### config.mk
export PLATFORM = sky130hd
export DESIGN_NAME = seg_isect_out
export DESIGN_NICKNAME = d
export VERILOG_FILES = /design/src/sv/segment_intersection_top_macros.svh /design/src/sv/seg_isect_pkg.sv /design/src/sv/seg_isect_out.sv
export SDC_FILE = /design/constraint.sdc
export NUM_CORES = 1
export LEC_CHECK = 0
export BUFFER_PORTS_ARGS = -buffer_cell sky130_fd_sc_hd__buf_2
export CAP_MARGIN = 20
export CORE_UTILIZATION = 36
export CTS_CLUSTER_DIAMETER = 80
export DETAILED_ROUTE_END_ITERATION = 7
export GPL_ROUTABILITY_DRIVEN = 0
export PLACE_DENSITY_LB_ADDON = 0.25
export SYNTH_ARGS = -nofsm -noshare
export SYNTH_HDL_FRONTEND = slang
export SYNTH_SLANG_ARGS = --single-unit
### constraint.sdc
create_clock -name i_clk -period 9.61 [get_ports i_clk]
set_input_delay 0.961 -clock i_clk [delete_from_list [all_inputs] [get_ports i_clk]]
set_output_delay 0.961 -clock i_clk [all_outputs]
set_load 0.03 [all_outputs]
### src/sv/segment_intersection_top_macros.svh
// assertion macros for the segment intersection block
`ifndef SEGMENT_INTERSECTION_TOP_MACROS_SVH
`define SEGMENT_INTERSECTION_TOP_MACROS_SVH

`ifndef NO_ASSERTIONS
// same-cycle implication, checked on every clock while out of reset
`define SEG_ISECT_ASSERT_IMP(label, ante, cons) \
    label: assert property (@(posedge i_clk) disable iff (!i_rst_n) (ante) |-> (cons)) \
        else $error("seg_isect: implication check failed");
// next-cycle implication
`define SEG_ISECT_ASSERT_NEXT(label, ante, cons) \
    label: assert property (@(posedge i_clk) disable iff (!i_rst_n) (ante) |=> (cons)) \
        else $error("seg_isect: next-cycle check failed");
`else
`define SEG_ISECT_ASSERT_IMP(label, ante, cons)
`define SEG_ISECT_ASSERT_NEXT(label, ante, cons)
`endif

`endif

### src/sv/seg_isect_pkg.sv
package seg_isect_pkg;

    // coordinate and fixed-point format
    localparam int CoordW   = 16;
    localparam int FracBits = 8;
    localparam int OutW     = 24;

    // line equation widths
    localparam int AbW   = CoordW + 1;   // a = y1 - y2, b = x1 - x2
    localparam int ProdW = AbW + CoordW; // a*x1, b*y1
    localparam int CW    = ProdW + 1;    // c = a*x1 - b*y1
    localparam int DetPW = 2 * AbW;      // b1*a2, a1*b2
    localparam int DetW  = DetPW + 1;    // determinant
    localparam int PnW   = AbW + CW;     // b1*c2 and friends
    localparam int NumW  = PnW + 1;      // unscaled numerator

    // divider: magnitude quotient bits, one per stage
    localparam int QuotW = 24;
    localparam int ShW   = QuotW - FracBits;
    localparam int RemW  = DetW;

    typedef struct packed {
        logic signed [CoordW-1:0] s1_x1;
        logic signed [CoordW-1:0] s1_y1;
        logic signed [CoordW-1:0] s1_x2;
        logic signed [CoordW-1:0] s1_y2;
        logic signed [CoordW-1:0] s2_x1;
        logic signed [CoordW-1:0] s2_y1;
        logic signed [CoordW-1:0] s2_x2;
        logic signed [CoordW-1:0] s2_y2;
    } t_in_item;

    typedef struct packed {
        logic                   hit;
        logic signed [OutW-1:0] cross_x;
        logic signed [OutW-1:0] cross_y;
    } t_out_item;

    // closed box, integer coordinates
    typedef struct packed {
        logic signed [CoordW-1:0] xlo;
        logic signed [CoordW-1:0] xhi;
        logic signed [CoordW-1:0] ylo;
        logic signed [CoordW-1:0] yhi;
    } t_box;

    // data riding alongside the divider
    typedef struct packed {
        t_box box;
        logic sign_x;
        logic sign_y;
        logic ok;      // det nonzero and both quotients fit
    } t_side;

    typedef struct packed {
        logic [RemW-1:0]  rem_x;
        logic [RemW-1:0]  rem_y;
        logic [QuotW-1:0] lo_x;
        logic [QuotW-1:0] lo_y;
        logic [RemW-1:0]  div;
        t_side            side;
    } t_div_in;

    typedef struct packed {
        logic [QuotW-1:0] q_x;
        logic [QuotW-1:0] q_y;
        t_side            side;
    } t_div_res;

endpackage

### src/sv/seg_isect_out.sv
module seg_isect_out (
    input  logic                     i_clk,
    input  logic                     i_rst_n,
    input  logic                     i_valid,
    input  seg_isect_pkg::t_div_res  i_data,
    input  logic                     i_stall,
    output logic                     o_en,
    output logic                     o_valid,
    output seg_isect_pkg::t_out_item o_data
);

    typedef struct packed {
        logic signed [seg_isect_pkg::QuotW:0] fx;
        logic signed [seg_isect_pkg::QuotW:0] fy;
        seg_isect_pkg::t_side                 side;
    } t_o1;

    t_o1                      n_o1, r_o1;
    logic                     r_o1_vld;
    seg_isect_pkg::t_out_item res;
    seg_isect_pkg::t_out_item n_out, r_out;
    seg_isect_pkg::t_out_item n_skid, r_skid;
    logic                     n_out_vld, r_out_vld;
    logic                     n_skid_vld, r_skid_vld;
    logic                     out_free;
    logic                     hit;

    logic signed [seg_isect_pkg::QuotW:0] blo_x;
    logic signed [seg_isect_pkg::QuotW:0] bhi_x;
    logic signed [seg_isect_pkg::QuotW:0] blo_y;
    logic signed [seg_isect_pkg::QuotW:0] bhi_y;

    // pipeline moves while the skid entry is empty
    assign o_en = !r_skid_vld;

    // apply the quotient sign
    always_comb begin
        n_o1.fx   = i_data.side.sign_x ? -$signed({1'b0, i_data.q_x})
                                       :  $signed({1'b0, i_data.q_x});
        n_o1.fy   = i_data.side.sign_y ? -$signed({1'b0, i_data.q_y})
                                       :  $signed({1'b0, i_data.q_y});
        n_o1.side = i_data.side;
    end

    always_ff @(posedge i_clk) begin
        if (o_en) begin
            r_o1 <= n_o1;
        end
    end

    always_ff @(posedge i_clk) begin
        if (!i_rst_n) begin
            r_o1_vld <= 1'b0;
        end else if (o_en) begin
            r_o1_vld <= i_valid;
        end
    end

    // box bounds in the fixed-point format
    assign blo_x = {r_o1.side.box.xlo[seg_isect_pkg::CoordW-1], r_o1.side.box.xlo,
                    {seg_isect_pkg::FracBits{1'b0}}};
    assign bhi_x = {r_o1.side.box.xhi[seg_isect_pkg::CoordW-1], r_o1.side.box.xhi,
                    {seg_isect_pkg::FracBits{1'b0}}};
    assign blo_y = {r_o1.side.box.ylo[seg_isect_pkg::CoordW-1], r_o1.side.box.ylo,
                    {seg_isect_pkg::FracBits{1'b0}}};
    assign bhi_y = {r_o1.side.box.yhi[seg_isect_pkg::CoordW-1], r_o1.side.box.yhi,
                    {seg_isect_pkg::FracBits{1'b0}}};

    // hit test, point forced to zero on a miss
    assign hit = r_o1.side.ok
              && (r_o1.fx >= blo_x) && (r_o1.fx <= bhi_x)
              && (r_o1.fy >= blo_y) && (r_o1.fy <= bhi_y);

    always_comb begin
        res.hit     = hit;
        res.cross_x = hit ? r_o1.fx[seg_isect_pkg::OutW-1:0] : '0;
        res.cross_y = hit ? r_o1.fy[seg_isect_pkg::OutW-1:0] : '0;
    end

    // output register with one skid entry behind it
    assign out_free = !r_out_vld || !i_stall;

    always_comb begin
        n_out      = r_out;
        n_out_vld  = r_out_vld;
        n_skid     = r_skid;
        n_skid_vld = r_skid_vld;
        if (r_skid_vld) begin
            if (out_free) begin
                n_out      = r_skid;
                n_out_vld  = 1'b1;
                n_skid_vld = 1'b0;
            end
        end else begin
            if (out_free) begin
                n_out     = res;
                n_out_vld = r_o1_vld;
            end else if (r_o1_vld) begin
                n_skid     = res;
                n_skid_vld = 1'b1;
            end
        end
    end

    always_ff @(posedge i_clk) begin
        r_out  <= n_out;
        r_skid <= n_skid;
    end

    always_ff @(posedge i_clk) begin
        if (!i_rst_n) begin
            r_out_vld  <= 1'b0;
            r_skid_vld <= 1'b0;
        end else begin
            r_out_vld  <= n_out_vld;
            r_skid_vld <= n_skid_vld;
        end
    end

    assign o_valid = r_out_vld;
    assign o_data  = r_out;

endmodule

==> results.yml <==
synth:
  syn-num-nets: 975
  synth-main-ff-cell: "edfxtp_1"
  yosysWarningCount: 0
  synthCells: 786
  synth_top_area_cell: "edfxtp_1"
  ys_seq_area_frac: 0.614
  synth_top_area_frac: 0.609
  synth_seq_cells: 216
  ys_top_cells_by_area: "edfxtp_1 (61%), ha_1 (8.3%), a32o_1 (3.9%), xnor2_1 (3.4%), and3_1 (3.3%)"
  async_reset_ff_frac: 0
  synth_edf_count: 213
  synth_area_sq_um: 10500
  synth_cell_type_count: 51
  avgSynthCellArea_sq_um: 13.4
floorplanning:
  fp-row-count: 62
  core_sq_um: 28700
  io_pins: 170
  die_area_sq_um: 29900
  die_y_microns: 173
  initial_utilization: 0.366
  die_w_microns: 173
setup_path:
  crit_path_end_kind: "flip-flop"
  reg2regPathDepth: 8
  path_cells: "ha_1, a21o_1, a2111oi_0, o211ai_1, o21ai_1, and4b_2, buf_4, a32o_1"
  required_ps: 9870
  ff2ff_setup_slack_ps: 6010
  path_max_fanout: 84
  path_buf_inv: 1
  crit_path_max_incr_delay_ps: 810
  cp_data_arrival_time_ps: 3860
  cpLargestDelayFamily: "compound AO/OA/AOI/OAI gates"
  startpoint: "r_o1[89]"
  critPathSlowestCell: "a2111oi_0"
  r2r_start: "r_o1[89]"
  critical_path_class: "flip-flop to flip-flop"
  worst_r2r_endpoint: "o_data[3]"
  worstSetupStartpointType: "flip-flop"
timing:
  holdWs_ps: 529
  fin_crit_ps: 3600
  finalCritPeriodShare: 0.375
  worst_pin_slew_ps: 1000
  slew_violations: 0
  setup_violations: 0
  rsz0062_at_grt: "no"
  fin_skew_ps: 13.4
  tns_ps: 0
  slew_headroom: 0.333
  max_freq_ghz: 0.278
  hold_viol_final: 0
finish:
  fill_cells: 2770
  fin_nets: 1143
  diodes: 0
  area_growth_pct: 19.2
  layout_commonest_cell: "edfxtp_1"
  layout-drive-gt1-share: 0.231
  mostFrequentLayoutCells: "edfxtp_1 (213), buf_2 (169), inv_1 (71)"
route:
  drc_errors: 0
  drtIter0Drc: 468
  num_vias: 6792
  wl_mm: 24.0
  avgViaCountPerCell: 5.01
  detail_route.wl_per_cell_microns: 17.7
  ant_nets: 0
  first_pass_iters: 5
clock_tree:
  holdBufCountCts: 0
  clk_pin_slew_ps: 60
  tritoncts: "done"
  cts_root_buffer: "clkbuf_16"
  htree_levels: 1
  cts_buffers: 25
  clock_sinks: 216
  post_cts_buffers: 0
  ctsResizeCount: 0
  clock_path_buffers: 3
  worstSkewPairLatency_ps: 520
global_route:
  antenna_found_initial: 1
  grt_max_degree: 94
  overflow: 0
  grt_usage: 0.158
  grt_first_pass_wirelength_mm: 37.2
  grt_pass1_vias: 6682
status:
  status: "finished clean"
worst_hold_path:
  hold_depth: 1
  min_from: "r_skid[32]"
  worstHoldEndpoint: "o_data[32]"
  min_path_type: "flip-flop to flip-flop"
placement:
  dp_hpwl_mm: 16.5
  portBuffers: 169
pwr:
  power_density_nw_per_um2: 188
  irDropWorstVdd_mv: 0.126
  p_leak_nw: 5.44
flow_run:
  drv_cap: 0
[final cells by class]
class,count,area [sq um],share of cell area
clock inverters,12,140,0.0112
repair buffers,176,898,0.0717
well taps,384,480,0.0384
flip-flops and latches,216,6460,0.516
inverters,72,273,0.0218
clock buffers,33,676,0.0539
multi-input cells,463,3600,0.287
[sequential cells by signal (all words and copies together) (netlist names)]
name,cells
r_skid_vld,1
r_skid,49
o_data,49
blo_x,16
bhi_x,16
blo_y,16
o_valid,1
r_o1,51
r_o1_vld,1
bhi_y,16
[logic make-up (layout without fill, tap and decap cells)]
kind of cell | count (synthesis) | count (layout) | share of synthesized area
flops | 216 | 216 | 0.614
compound gates | 140 | 140 | 0.105
xor+xnor | 44 | 44 | 0.0367
mux | 1 | 1 | 0.000952
fa+ha+maj | 70 | 70 | 0.0833
simple gates | 208 | 208 | 0.115
buf+inv | 107 | 293 | 0.0444
[power breakdown]
group	internal (W)	total, W	switching [W]
logic	0.000114	0.000282	0.000169
registers	0.00110	0.00113	0.0000371
clock network	0.000575	0.000946	0.000371
total	0.00178	0.00236	0.000577
[synth_stat cells (2+ instances only)]
cell and count:
clkbuf_2 5, edfxtp_1 213, dfxtp_1 3, a21oi_1 13
a31oi_1 2, and3_1 55, or2_2 2, a21boi_0 2
o211ai_1 4, and4b_1 2, or3_1 6, nand2b_1 6
a22o_1 8, o21ai_0 24, nor2_1 19, nor2b_1 42
a32o_1 41, inv_1 72, xor2_1 3, or4_4 3
o41ai_1 6, o31ai_1 13, buf_12 2, a211oi_1 6
nand3_1 7, a2111oi_0 3, a21o_1 7, nor3_1 3
nor4_1 5, nand2_1 30, o21a_1 2, and4_1 3
clkbuf_1 24, and2_1 2, nand4_1 14, or4_1 7
nor3b_1 2, buf_4 2, o31a_1 2, ha_1 70
xnor2_1 41
[worst max-delay path by stage]
stage	end	slack [ps]	depth (start not counted)
global placement	o_data[42]	6090	8
CTS	o_data[3]	6000	8
detailed placement	o_data[3]	6010	8
floorplan	r_skid[0]	3300	2
global route	o_data[29]	5840	8
finish	o_data[3]	6010	8
[metal layers]
layer,share of wire,GRT usage,up-vias
met1,0.46,0.216,3250
met5,0.00054,0,-
met4,0.021,0.0431,2
li1,-,-,3339
met2,0.48,0.262,171
met3,0.044,0.0237,30
[stage by stage]
| stage | power, W | util | setup WS (ps) | cells | instance area, sq um |
|---|---|---|---|---|---|
| 3_5_place_dp | 0.00144 | 0.408 | 6010 | 1311 | 11700 |
| 3_3_place_gp | 0.00143 | 0.408 | 6090 | 1311 | 11700 |
| 6_report | 0.00236 | 0.436 | 6010 | 1356 | 12500 |
| 4_1_cts | 0.00239 | 0.436 | 6000 | 1356 | 12500 |
| 5_1_grt | 0.00246 | 0.436 | 5840 | 1356 | 12500 |
| 2_1_floorplan | 0.00133 | - | 3300 | 786 | 10500 |
Power figures use the tool's default switching activity.
